<file path="src/rtl/gaq_pkg.sv">
// shared types and constants for the gas alarm qualifier
// no dependencies; imported by every module of the block
`timescale 1ns / 1ps

package gaq_pkg;

  localparam logic [1:0] LEVEL_SAFE    = 2'd0;
  localparam logic [1:0] LEVEL_DANGER  = 2'd1;
  localparam logic [1:0] LEVEL_WARMING = 2'd2;

  localparam logic [1:0] REG_ACTIVE_LOW      = 2'd0;
  localparam logic [1:0] REG_SAMPLE_INTERVAL = 2'd1;
  localparam logic [1:0] REG_WARMUP_TIME     = 2'd2;
  localparam logic [1:0] REG_QUIET_NEEDED    = 2'd3;

  localparam logic [15:0] AGE_MAX    = 16'hFFFF;
  localparam logic [31:0] ELAPSED_MAX = 32'hFFFF_FFFF;
  localparam logic [7:0]  STREAK_MAX = 8'hFF;

  // sampling decision from the tick timer
  typedef struct packed {
    logic        sample;
    logic [31:0] left;
  } sample_info_t;

  // one result transaction
  typedef struct packed {
    logic        detected;
    logic [1:0]  level;
    logic        valid_res;
    logic [31:0] warmup_left;
  } result_t;

endpackage

</file>
<file path="src/rtl/gaq_timer.sv">
// tick timer: elapsed and sample-age counters, sample decision, warm-up remaining
// depends on gaq_pkg
`timescale 1ns / 1ps

module gaq_timer (
  input  logic                  clk,
  input  logic                  rst,
  input  logic                  tick,
  input  logic [15:0]           sample_interval,
  input  logic [31:0]           warmup_time,
  output gaq_pkg::sample_info_t info
);
  import gaq_pkg::*;

  logic [31:0] ticks_since_start;
  logic [15:0] ticks_since_sample;
  logic [15:0] age;

  assign age = (ticks_since_sample != AGE_MAX) ? ticks_since_sample + 16'd1 : AGE_MAX;

  always_comb begin
    info.sample = (age >= sample_interval);
    info.left   = (ticks_since_start >= warmup_time) ? 32'd0
                                                     : warmup_time - ticks_since_start;
  end

  always_ff @(posedge clk) begin
    if (rst) begin
      ticks_since_start  <= 32'd0;
      ticks_since_sample <= AGE_MAX;
    end else if (tick) begin
      if (ticks_since_start != ELAPSED_MAX) begin
        ticks_since_start <= ticks_since_start + 32'd1;
      end
      ticks_since_sample <= info.sample ? 16'd0 : age;
    end
  end

endmodule

</file>
<file path="src/rtl/gaq_debounce.sv">
// asymmetric debounce: immediate raise, clear after a run of quiet samples
// depends on gaq_pkg
`timescale 1ns / 1ps

module gaq_debounce (
  input  logic                  clk,
  input  logic                  rst,
  input  logic                  tick,
  input  gaq_pkg::sample_info_t info,
  input  logic                  pin_level,
  input  logic                  active_low,
  input  logic [7:0]            quiet_needed,
  output gaq_pkg::result_t      result
);
  import gaq_pkg::*;

  logic       alarm_raised, alarm_raised_next;
  logic [7:0] quiet_streak, quiet_streak_next;
  logic [7:0] streak_inc;
  logic       tripped;

  assign tripped    = active_low ? ~pin_level : pin_level;
  assign streak_inc = (quiet_streak != STREAK_MAX) ? quiet_streak + 8'd1 : STREAK_MAX;

  always_comb begin
    alarm_raised_next = alarm_raised;
    quiet_streak_next = quiet_streak;
    if (info.left != 32'd0) begin
      alarm_raised_next = 1'b0;
      quiet_streak_next = 8'd0;
    end else if (tripped) begin
      alarm_raised_next = 1'b1;
      quiet_streak_next = 8'd0;
    end else if (alarm_raised) begin
      if (streak_inc >= quiet_needed) begin
        alarm_raised_next = 1'b0;
        quiet_streak_next = 8'd0;
      end else begin
        quiet_streak_next = streak_inc;
      end
    end

    if (info.left != 32'd0) begin
      result.detected    = 1'b0;
      result.level       = LEVEL_WARMING;
      result.valid_res   = 1'b0;
      result.warmup_left = info.left;
    end else begin
      result.detected    = alarm_raised_next;
      result.level       = alarm_raised_next ? LEVEL_DANGER : LEVEL_SAFE;
      result.valid_res   = 1'b1;
      result.warmup_left = 32'd0;
    end
  end

  always_ff @(posedge clk) begin
    if (rst) begin
      alarm_raised <= 1'b0;
      quiet_streak <= 8'd0;
    end else if (tick && info.sample) begin
      alarm_raised <= alarm_raised_next;
      quiet_streak <= quiet_streak_next;
    end
  end

endmodule

</file>
<file path="src/rtl/gaq_out_buf.sv">
// result register with a skid entry behind it
// depends on gaq_pkg
`timescale 1ns / 1ps

module gaq_out_buf (
  input  logic             clk,
  input  logic             rst,
  input  logic             push,
  input  gaq_pkg::result_t push_data,
  output logic             full,
  output logic             out_valid,
  input  logic             out_stall,
  output gaq_pkg::result_t out_data
);
  import gaq_pkg::*;

  logic    head_valid, skid_valid;
  result_t head, skid;
  logic    pop;

  assign pop       = head_valid && !out_stall;
  assign full      = skid_valid;
  assign out_valid = head_valid;
  assign out_data  = head;

  always_ff @(posedge clk) begin
    if (rst) begin
      head_valid <= 1'b0;
      skid_valid <= 1'b0;
    end else if (!head_valid || pop) begin
      if (skid_valid) begin
        head_valid <= 1'b1;
        skid_valid <= 1'b0;
      end else begin
        head_valid <= push;
      end
    end else if (push) begin
      skid_valid <= 1'b1;
    end
  end

  // payload, no reset
  always_ff @(posedge clk) begin
    if (!head_valid || pop) begin
      head <= skid_valid ? skid : push_data;
    end else if (push) begin
      skid <= push_data;
    end
  end

endmodule

</file>
<file path="src/rtl/gas_alarm_qualifier.sv">
// top level of the gas alarm qualifier: config registers, timer, debounce, output buffer
// depends on gaq_pkg, gaq_timer, gaq_debounce, gaq_out_buf
`timescale 1ns / 1ps

// usage
//   input channel: one transaction per millisecond tick, carrying pin_level;
//   accepted when in_valid is high and in_stall is low
//   a tick that takes a sample yields one result transaction (detected, level,
//   valid_res, warmup_left); other ticks yield none
//   output channel: result offered with out_valid, taken when out_stall is low
//   result: registered into the result register, or into the skid entry if that is occupied
//   throughput: one tick per cycle while in_stall is low; all work for a tick
//   is one pass through the counter compares and the debounce update
//   stall: a result register plus one skid entry absorb a stalled receiver;
//   in_stall rises only while the skid entry holds a result
//   config port: cfg_ready is always high; index 0 active_low, 1 sample_interval,
//   2 warmup_time, 3 quiet_needed (a zero is stored as one); write only while idle
//   reset: rst synchronous active high; registers return to their defaults,
//   the first tick after reset samples, alarm and streak clear, buffer empties

module gas_alarm_qualifier (
  input  logic        clk,
  input  logic        rst,
  // tick channel
  input  logic        in_valid,
  output logic        in_stall,
  input  logic        pin_level,
  // result channel
  output logic        out_valid,
  input  logic        out_stall,
  output logic        detected,
  output logic [1:0]  level,
  output logic        valid_res,
  output logic [31:0] warmup_left,
  // configuration write channel
  input  logic        cfg_valid,
  output logic        cfg_ready,
  input  logic [1:0]  cfg_index,
  input  logic [31:0] cfg_data
);
  import gaq_pkg::*;

  // configuration registers
  logic        active_low;
  logic [15:0] sample_interval;
  logic [31:0] warmup_time;
  logic [7:0]  quiet_needed;

  logic         tick;
  sample_info_t info;
  result_t      result;
  result_t      out_data;
  logic         buf_full;

  assign cfg_ready = 1'b1;
  assign tick      = in_valid && !in_stall;
  assign in_stall  = buf_full;

  always_ff @(posedge clk) begin
    if (rst) begin
      active_low      <= 1'b1;
      sample_interval <= 16'd1000;
      warmup_time     <= 32'd60000;
      quiet_needed    <= 8'd3;
    end else if (cfg_valid && cfg_ready) begin
      unique case (cfg_index)
        REG_ACTIVE_LOW:      active_low      <= cfg_data[0];
        REG_SAMPLE_INTERVAL: sample_interval <= cfg_data[15:0];
        REG_WARMUP_TIME:     warmup_time     <= cfg_data;
        REG_QUIET_NEEDED:    quiet_needed    <= (cfg_data[7:0] == 8'd0) ? 8'd1
                                                                        : cfg_data[7:0];
      endcase
    end
  end

  // sample timing and warm-up remaining
  gaq_timer u_timer (
    .clk             (clk),
    .rst             (rst),
    .tick            (tick),
    .sample_interval (sample_interval),
    .warmup_time     (warmup_time),
    .info            (info)
  );

  // alarm state and verdict for a sampling tick
  gaq_debounce u_debounce (
    .clk          (clk),
    .rst          (rst),
    .tick         (tick),
    .info         (info),
    .pin_level    (pin_level),
    .active_low   (active_low),
    .quiet_needed (quiet_needed),
    .result       (result)
  );

  // only sampling ticks push a result
  gaq_out_buf u_out_buf (
    .clk       (clk),
    .rst       (rst),
    .push      (tick && info.sample),
    .push_data (result),
    .full      (buf_full),
    .out_valid (out_valid),
    .out_stall (out_stall),
    .out_data  (out_data)
  );

  assign detected    = out_data.detected;
  assign level       = out_data.level;
  assign valid_res   = out_data.valid_res;
  assign warmup_left = out_data.warmup_left;

`ifndef SYNTHESIS
  // skid entry only fills behind an occupied result register
  a_stall_has_head: assert property (@(posedge clk) disable iff (rst)
    in_stall |-> out_valid)
    else $error("skid entry full while result register empty");

  // a valid verdict reports no warm-up left
  a_valid_no_warmup: assert property (@(posedge clk) disable iff (rst)
    (out_valid && valid_res) |-> (warmup_left == 32'd0 && level != LEVEL_WARMING))
    else $error("valid verdict with warm-up remaining");

  // withheld verdicts are warming up with no alarm and time still left
  a_warming_shape: assert property (@(posedge clk) disable iff (rst)
    (out_valid && !valid_res) |->
      (level == LEVEL_WARMING && !detected && warmup_left != 32'd0))
    else $error("malformed warming-up result");

  // detected flag agrees with danger level
  a_detect_level: assert property (@(posedge clk) disable iff (rst)
    out_valid |-> (detected == (level == LEVEL_DANGER)))
    else $error("detected and level disagree");
`endif

endmodule

</file>
<file path="config.mk">
export PLATFORM = sky130hd
export DESIGN_NAME = gas_alarm_qualifier
export DESIGN_NICKNAME = d
export VERILOG_FILES = /design/src/rtl/gaq_pkg.sv /design/src/rtl/gaq_timer.sv /design/src/rtl/gaq_debounce.sv /design/src/rtl/gaq_out_buf.sv /design/src/rtl/gas_alarm_qualifier.sv
export SDC_FILE = /design/constraint.sdc
export NUM_CORES = 1
export LEC_CHECK = 0
export BUFFER_PORTS_ARGS = -buffer_cell sky130_fd_sc_hd__buf_2
export CAP_MARGIN = 25
export CORE_AREA = 2 2 133 135
export DETAILED_ROUTE_END_ITERATION = 10
export DIE_AREA = 0 0 135 137
export PLACE_DENSITY = 0.93
export SLEW_MARGIN = 20
export SYNTH_ARGS = -nofsm -noshare
export SYNTH_HDL_FRONTEND = slang
export SYNTH_HIERARCHICAL = 1
export SYNTH_SLANG_ARGS = --single-unit
</file>
<file path="constraint.sdc">
create_clock -name clk -period 9.6 [get_ports clk]
set_input_delay 1.92 -clock clk [delete_from_list [all_inputs] [get_ports clk]]
set_output_delay 1.92 -clock clk [all_outputs]
set_load 0.01 [all_outputs]
</file>
==> results of run 1 <==
-- logic make-up after synthesis --
| kind of cell | count (synthesis) | share of synthesized area (%) |
|---|---|---|
| flops | 188 | 40.6 |
| buf+inv | 161 | 6.93 |
| other cells | 1 | 0.0339 |
| mux | 37 | 4.76 |
| simple gates | 487 | 22.1 |
| compound gates | 235 | 13.5 |
| fa+ha+maj | 60 | 6.86 |
| xor+xnor | 65 | 5.22 |
-- worst max-delay path, delay by kind of cell, from the launching register on --
kind	cells	cell delay, ns
buffers and inverters	2	0.51
AND/OR/NAND/NOR	7	2.13
adder cells (fa/ha/maj)	2	0.55
flip-flops	1	0.39
AO/OA/AOI/OAI	4	1.29
-- metal layers --
metal  track usage (%)  up-vias
met4              11.3        0
met2              44.0      474
met5                 0        -
met3              5.15       86
li1                  -     4355
met1              36.6     4257
-- power groups by stage --
stage          Clock [uW]  Combinational (uW)  Sequential (uW)
6_report              705                 437              932
5_1_grt               743                 479              937
4_1_cts               710                 432              932
3_5_place_dp            0                 424              949
3_3_place_gp            0                 411              946
2_1_floorplan           0                 314              967
-- placed cells by master, fill, tap and decap left out, types with 5 or more instances in the layout --
cell type    n
nand2_1    179
dfxtp_1    115
a21oi_1    113
nor2_1      96
buf_2       76
edfxtp_1    72
inv_1       69
ha_1        59
nand3_1     49
xnor2_1     47
nor3_1      30
o21ai_0     30
mux2_4      29
nand4_1     26
nand3b_1    22
a21o_1      19
clkbuf_16   17
xor2_1      17
nand2b_1    12
nor4_1      11
a211oi_1     9
buf_4        8
mux2_2       8
o21bai_1     8
and3_1       7
nor4_2       7
o211ai_1     6
nor2b_1      5
a21oi_2      5
nor3b_1      5
inv_6        5
o21a_1       5
or3_1        5
-- path summary, 6_finish.rpt --
path	to	slack [ns]
hold reg to reg	quiet_needed[2]	0.46
setup reg to reg	u_out_buf/skid[14]	4.41
setup / recovery	u_out_buf/skid[14]	4.41
hold / removal	quiet_needed[2]	0.46
-- flip-flops by register name, summed over array words and instances (netlist names) --
| register | flops |
|---|---|
| u_debounce/quiet_streak | 8 |
| u_out_buf/skid | 36 |
| active_low | 1 |
| sample_interval | 16 |
| u_out_buf/out_data | 36 |
| u_debounce/alarm_raised | 1 |
| u_out_buf/out_valid | 1 |
| u_out_buf/full | 1 |
| u_timer/ticks_since_sample | 16 |
| warmup_time | 32 |
| u_timer/ticks_since_start | 32 |
| quiet_needed | 8 |
-- area by class of cell --
class	instances	share of cell area, %
clock buffer	17	3.58
clock inverter	15	1.36
multi-input combinational	885	48.8
tap	225	2.37
timing repair buffer	85	3.84
inverter	70	2.21
sequential	188	37.8
-- metrics by stage --
stage / hold slack, ns / cell area [sq um]
final: 0.459 / 11900
after global routing: 0.478 / 11900
after CTS: 0.458 / 11900
after detailed placement: 0.449 / 11300
after global placement: 0.443 / 11300
after floorplan: 0.436 / 11000
==> run metrics, run 1 <==
status completed; final wirelength between 20 and 30 mm; area of the multi-input gates 5800 sq um; HP Class reg -> reg; worst setup margin 4.41 ns; Clock Latency Late Sink 0.44 ns; Crit path arrival time 5.33 ns; initial antenna violation count 0; Setup crit start kind flop; Sw Pwr around 600 uW; GP Congestion 0.907; global route overflow 0; Met2 Routed Length 11.8 mm; Overall Global Routing Usage a little over a quarter; Worst Path Required 9.75 ns; IO buf count just under 80; Power Dens Cells approximately 170 nW/um^2; # diodes 0; Rows 48; combinational power share 21.1%; Die Wd 135 um; DR pass1 iterations 6; final hold vios 0; layout cell share with drive strength beyond 1 15.2%; root buf cell clkbuf_16; hold buffer count at cts 0; Worst path slowest cell nor4_1; vias per std cell 6.18; worst-margin pin slew 0.834 ns; sequential share of the synthesized area 40.6%; DRC 0; LEAKAGE 0.00472 uW; post-CTS setup buffers 0; post-cts repair resize count 0; register bit count reported by yosys 188; Starting Density 64.8%; Worst Skew 0.00826 ns; htree depth 4; Filler cells 1,195; worst-case clock buffer depth 2; Post-synth ARST share 0%; TritonCTS Buffers 17; top-area cell type share of the netlist area between 20% and 30%; Post-Route Utilization ~70%; count leader, synth nand2_1; syn_area_per_cell about 9 sq um; Worst R2R Path Depth 15; Die Y 137 um; Layout area overhead 7.44%; # clock sinks 188; Hold Startpoint quiet_needed[2]; RSZ-0062 raised after global routing no; switching share of power about 29%; Final Cycle Share 54.0%; fin. max-slew vios 0; first-pass GRT wire length about 40 mm; post-synth top area cell dfxtp_1; DRT iter0 DRCs 1,107; DIE AREA 18,500 sq um; Max Used Layer met4; worst hold path stage count 2; Cells after DPL 1,453; Final #Nets 1,347; part of the power in registers 44.9%; top post-synthesis cells by count 179 x nand2_1, 116 x dfxtp_1, 113 x a21oi_1; Syn Std Cell Area 11,000 sq um; Post-Layout Cell Count 1,485; r2r startpoint u_timer/ticks_since_sample[0]; Setup WS pre-CTS 4.81 ns; Yosys cell types 82; Post-Route M1 WL 10.8 mm; synth top area cells dfxtp_1 21%, edfxtp_1 20%, ha_1 6.7%, nand2_1 6.1%, a21oi_1 5.1%; Max Cap Viol 0; Routed Antenna Nets 0; Setup crit end kind flop; relative slew slack 44.4%; Reg clk slew, reported paths 0.07 ns; largest net degree at the start of global routing 87; CP startpoint u_timer/ticks_since_sample[0]; final setup vio count 0; routed wl met3 1.90 mm; ys flop type dfxtp_1; Routed WL per cell 17.0 um; Pwr Total 2070 uW; slowest stage delay, CP 0.60 ns; Clk network pwr share 34.0%; EDFF count, synth 72; cells after synthesis 1,234; post-layout min period 5.19 ns; CP Max Fanout 36; Storage cell area about 4500 sq um; CTS tree yes; total number of vias 9,172; cell-internal power around 1500 uW; Syn Nets ~1,300; setup_tns 0 ns; vias in the first global route 8,309; critical path, cell by cell ha_1 -> nand4_1 -> nor4_1 -> nand2b_1 -> and2_1 -> ha_1 -> nand2b_1 -> a211oi_1 -> o21ai_0 -> a211oi_1 -> o31a_1 -> inv_1 -> and2_1 -> and3_1 -> buf_4; f_max 0.193 GHz; Synthesis Warnings 6; crit path kind reg -> reg; VDD IR max 0.130 mV; Core Area roughly 17,000 sq um; DP Wirelength 17.6 mm; I/O Pins 79
Note: power is estimated with default switching activity, not from simulation.
==> run 2, diff against run 1 <==
--- a/config.mk
+++ b/config.mk
@@ -7,10 +7,10 @@
 export LEC_CHECK = 0
 export BUFFER_PORTS_ARGS = -buffer_cell sky130_fd_sc_hd__buf_2
 export CAP_MARGIN = 25
-export CORE_AREA = 2 2 133 135
+export CORE_AREA = 2 2 138 140
 export DETAILED_ROUTE_END_ITERATION = 10
-export DIE_AREA = 0 0 135 137
-export PLACE_DENSITY = 0.93
+export DIE_AREA = 0 0 140 142
+export PLACE_DENSITY = 0.88
 export SLEW_MARGIN = 20
 export SYNTH_ARGS = -nofsm -noshare
 export SYNTH_HDL_FRONTEND = slang
==> constraint.sdc (replaced) <==
create_clock -name clk -period 5.1 [get_ports clk]
set_input_delay 1.02 -clock clk [delete_from_list [all_inputs] [get_ports clk]]
set_output_delay 1.02 -clock clk [all_outputs]
set_load 0.01 [all_outputs]
==> run 2 against run 1 <==
The flow now finishes with violations (design-rule violations). Final cell count up 0.74%. Critical path type unchanged. Sequential share of layout area barely moved. Register-to-register slack got worse by 3.8 ns. Die area increased by 7.5%. Highest routed layer unchanged. Maximum frequency rose by 15%. Sequential power grew 88%. Critical path depth rose by 1. Cell area about the same. Hold slack worse by 0.0029 ns. Core utilization shrank 5.2 points. Clock-buffer cell count rose by 2.
==> run metrics, run 2 (synthesis results as in run 1) <==
status complete, but fails checks; failing checks design-rule violations; global route overflow 0; Power Dens Cells roughly 330 nW/um^2; largest net degree at the start of global routing 66; VDD IR max 0.241 mV; GP Congestion 0.979; Post-Route Utilization 64.4%; post-cts repair resize count 0; Worst path slowest cell nor4_1; met3 usage 4.91%; crit path kind reg -> reg; Filler cells 1,437; worst-margin pin slew 0.644 ns; worst-case clock buffer depth 2; Starting Density 59.9%; hold buffer count at cts 0; Core Area 18,500 sq um; layout cell share with drive strength beyond 1 15.2%; DIE AREA 19,900 sq um; highest-count cells in the layout ignoring fill and taps 179 x nand2_1, 115 x dfxtp_1, 113 x a21oi_1, 96 x nor2_1, 76 x buf_2; Worst Path Required 5.18 ns; TritonCTS Buffers 17; Area after DPL 11,300 sq um; HP Class reg -> reg; setup_tns 0 ns; # clock sinks 188; Setup crit start kind flop; area of the multi-input gates 5800 sq um; Setup crit end kind flop; final wirelength 24.7 mm; IO buf count 77; Routed WL per cell 16.5 um; LEAKAGE 0.00471 uW; vias in the first global route 8,232; I/O Pins 79; initial antenna violation count 0; Layout area overhead 7.54%; DRC 8; DR pass1 iterations 9; critical path, cell by cell ha_1 -> nand4_1 -> nor4_1 -> nand2b_1 -> and2_1 -> ha_1 -> nand2b_1 -> a211oi_1 -> o21ai_0 -> a211oi_1 -> o31a_1 -> buf_4 -> inv_1 -> and2_1 -> and3_1 -> buf_4; f_max 0.223 GHz; fin. max-slew vios 0; Worst Skew ~0.011 ns; Routed Antenna Nets 0; Overall Global Routing Usage 24.7%; Crit path arrival time ~4.6 ns; Rows 50; final hold vios 0; DP Wirelength 17.9 mm; total number of vias between 8,000 and 9,000; relative slew slack 57.1%; CP Max Fanout 36; slowest stage delay, CP 0.51 ns; RSZ-0062 raised after global routing no; Clock Latency Late Sink 0.43 ns; Reg clk slew, reported paths about 0.070 ns; first-pass GRT wire length 39.9 mm; CTS tree yes; Max Cap Viol 0; Die Wd 140 um; Storage cell area 4490 sq um; htree depth 4; post-layout min period 4.49 ns; commonest non-fill, non-tap cell in the layout nand2_1; Final Cycle Share 88.1%; # diodes 0; Final #Nets 1,349; post-CTS setup buffers 0; Most Crowded Layer GR met2; root buf cell clkbuf_16; Layout Cell Area excl Fill 11,900 sq um; Die Y 142 um; vias per std cell between 5 and 6; M2 GR Usage 39.3%; Pwr Total just under 4000 uW; met1 usage 33.2%; DRT iter0 DRCs 681; final setup vio count 0
-- run 2: cell type report --
type	instances	area share, %
clock inverter	13	1.17
sequential	188	37.8
tap	234	2.46
multi-input combinational	885	48.8
clock buffer	19	3.64
inverter	70	2.21
timing repair buffer	87	3.96
-- run 2: worst paths after layout --
check                           startpoint                  end  slack, ns  cells past startpoint
min reg2reg            sample_interval[10]  sample_interval[10]       0.46                      2
max          u_timer/ticks_since_sample[0]   u_out_buf/skid[19]       0.61                     16
min                    sample_interval[10]  sample_interval[10]       0.46                      2
max reg2reg  u_timer/ticks_since_sample[0]   u_out_buf/skid[19]       0.61                     16
-- run 2: metrics by stage --
step | setup slack (ns) | hold WS (ns) | instances
6_report | 0.606 | 0.456 | 1496
3_3_place_gp | 0.838 | 0.443 | 1463
5_1_grt | 0.211 | 0.485 | 1496
4_1_cts | 0.642 | 0.456 | 1496
3_5_place_dp | 0.675 | 0.447 | 1464
2_1_floorplan | 0.946 | 0.436 | 1234
-- run 2: power breakdown --
part	leakage (uW)	internal, uW	switching (uW)
logic	0.00278	348	468
clock network	0.000262	724	571
registers	0.00167	1700	49.4
-- run 2: critical path: cells and delay by family, from the launching register on --
family                   cells  cell delay (ns)
buffers and inverters        3             0.74
adder cells (fa/ha/maj)      2             0.51
AO/OA/AOI/OAI                4             0.66
AND/OR/NAND/NOR              7             1.83
flip-flops                   1             0.37
-- run 2: layer usage --
metal / part of all wire (%) / vias up
li1: - / 4340
met1: 45 / 4135
met2: 46 / 301
met3: 5.5 / 53
met4: 3.0 / 0
met5: 0 / -
==> run 3, diff against run 2 <==
--- a/config.mk
+++ b/config.mk
@@ -7,10 +7,13 @@
 export LEC_CHECK = 0
 export BUFFER_PORTS_ARGS = -buffer_cell sky130_fd_sc_hd__buf_2
 export CAP_MARGIN = 25
-export CORE_AREA = 2 2 138 140
+export CELL_PAD_IN_SITES_DETAIL_PLACEMENT = 2
+export CELL_PAD_IN_SITES_GLOBAL_PLACEMENT = 2
+export CORE_AREA = 2 2 174 176
 export DETAILED_ROUTE_END_ITERATION = 10
-export DIE_AREA = 0 0 140 142
-export PLACE_DENSITY = 0.88
+export DIE_AREA = 0 0 176 178
+export PLACE_DENSITY = 0.87
+export REMOVE_ABC_BUFFERS = 1
 export SLEW_MARGIN = 20
 export SYNTH_ARGS = -nofsm -noshare
 export SYNTH_HDL_FRONTEND = slang
==> run 3 against run 2 <==
The flow now finishes without violations. Hold slack better by 0.0084 ns. Maximum frequency is 5.2% lower. Sequential share of layout area is 0.59 points lower. Global-route usage is 1.1 points lower. Clock power hardly changed. Non-clock buffer count is 2 higher. Die area is 58% higher. Total power is 2.6% higher. Clock skew is 0.0076 ns higher. Critical path depth is 1 lower. Combinational power is 9.4% higher.
==> run metrics, run 3 (synthesis results as in run 1) <==
status completed; htree depth 4; slowest stage delay, CP about 0.70 ns; fin. max-slew vios 0; final wirelength 36.2 mm; Rows 63; Worst Path Required 5.47 ns; Die Wd 176 um; Post-Route Utilization between 40% and 50%; Crit path arrival time 5.11 ns; f_max 0.211 GHz; TritonCTS Buffers 17; commonest non-fill, non-tap cell in the layout nand2_1; Filler cells between 3,000 and 4,000; VDD IR max 0.245 mV; Routed Antenna Nets 0; Final Cycle Share 93.0%; Routed WL per cell 21.9 um; Layout Cell Area excl Fill ~12,000 sq um; CTS tree yes; worst-margin pin slew 0.754 ns; largest net degree at the start of global routing between 40 and 50; Final #Nets 1,351; Reg clk slew, reported paths ~0.080 ns; I/O Pins 79; crit path kind reg -> reg; # clock sinks 188; Clock Latency Late Sink 0.46 ns; Post-Layout Cell Count 1,654; total number of vias 9,303; post-layout min period 4.74 ns; Max Cap Viol 0; hold buffer count at cts 0; DR pass1 iterations 7; vias in the first global route 9,900; Worst Skew 0.0187 ns; worst-case clock buffer depth 2; vias per std cell 5.62; setup_tns 0 ns; DRT iter0 DRCs ~630; Setup crit end kind flop; post-cts repair resize count 0; DP Wirelength 25.9 mm; Core Area 29,400 sq um; initial antenna violation count 0; Worst path slowest cell nor4_4; CP Buf/Inv Count 2; Cells after DPL 1,622; highest-count cells in the layout ignoring fill and taps 179 x nand2_1, 115 x dfxtp_1, 113 x a21oi_1, 96 x nor2_1, 76 x buf_2; GP Congestion 0.842; HP Class reg -> reg; CP Max Fanout 32; root buf cell clkbuf_16; Die Y 178 um; Starting Density 37.6%; first-pass GRT wire length approximately 57 mm; RSZ-0062 raised after global routing no; final hold vios 0; Top delay family on crit path simple AND/OR/NAND/NOR gates; critical path, cell by cell ha_1 -> inv_1 -> fa_1 -> a211oi_1 -> o211ai_1 -> nand3_1 -> a31oi_2 -> o22ai_2 -> buf_4 -> nor2_1 -> nor4_4 -> nand4_2 -> nor4_4 -> nand3_1 -> a21oi_1; final setup vio count 0; post-CTS setup buffers 0; # diodes 0; layout cell share with drive strength beyond 1 15.6%; Power Dens Cells 329 nW/um^2; Setup WS pre-CTS 0.497 ns; Area after DPL 11,500 sq um; Overall Global Routing Usage 23.6%; relative slew slack 49.3%; Layout area overhead 9.26%; worst setup margin 0.357 ns; IO buf count 77; LEAKAGE 0.00473 uW; global route overflow 0; Setup crit start kind flop; DIE AREA 31,300 sq um; DRC 0
run 3: changes by cell type in the layout (fill, tap and decap cells not counted), moves of 2 or more:
cell,change
buf_4,+3
clkinvlp_2,-3
inv_8,+3
bufinv_16,-2
clkinv_2,+2
clkinv_4,+2
clkinvlp_4,-2
inv_6,+2
run 3: worst reg2reg max path, delay by kind of cell (launching register included):
| family | cells | cell delay (ns) |
|---|---|---|
| and+or+nand+nor | 6 | 1.98 |
| buffers and inverters | 2 | 0.44 |
| DFF | 1 | 0.47 |
| adders and majority gates | 2 | 0.66 |
| AOI/OAI and AO/OA | 5 | 1.12 |
run 3: report_power, final:
group | total, uW | internal [uW] | leakage [uW] | switching, uW
clock | 1310 | 646 | 0.000274 | 666
combinational | 894 | 351 | 0.00278 | 543
sequential | 1760 | 1700 | 0.00167 | 58.1
run 3: path summary, 6_finish.rpt:
kind	start	end	slack, ns	cells past startpoint
max	u_timer/ticks_since_start[0]	u_debounce/quiet_streak[7]	0.36	15
min	sample_interval[4]	sample_interval[4]	0.46	2
min reg2reg	sample_interval[4]	sample_interval[4]	0.46	2
max reg2reg	u_timer/ticks_since_start[0]	u_debounce/quiet_streak[7]	0.36	15
run 3: area by class of cell:
class,instances,area [sq um],share of cell area [%]
multi-input cells,885,5800,48.1
flip-flops and latches,188,4490,37.2
well taps,390,488,4.04
repair buffers,89,478,3.96
clock buffers,18,429,3.56
inverters,70,263,2.18
clock inverters,14,124,1.03
run 3: stage by stage:
stage / hold slack (ns) / total power, uW
after global routing: 0.489 / 4140
after floorplan: 0.430 / 2340
after CTS: 0.467 / 3990
after global placement: 0.443 / 2600
after detailed placement: 0.457 / 2670
final: 0.465 / 3970
run 3: metal layers:
| layer | GRT usage (%) | share of wire, % | up-vias |
|---|---|---|---|
| li1 | - | - | 4339 |
| met1 | 31.1 | 47 | 4713 |
| met2 | 39.9 | 48 | 198 |
| met3 | 2.96 | 3.0 | 53 |
| met4 | 8.40 | 2.4 | 0 |
| met5 | 0 | 0 | - |
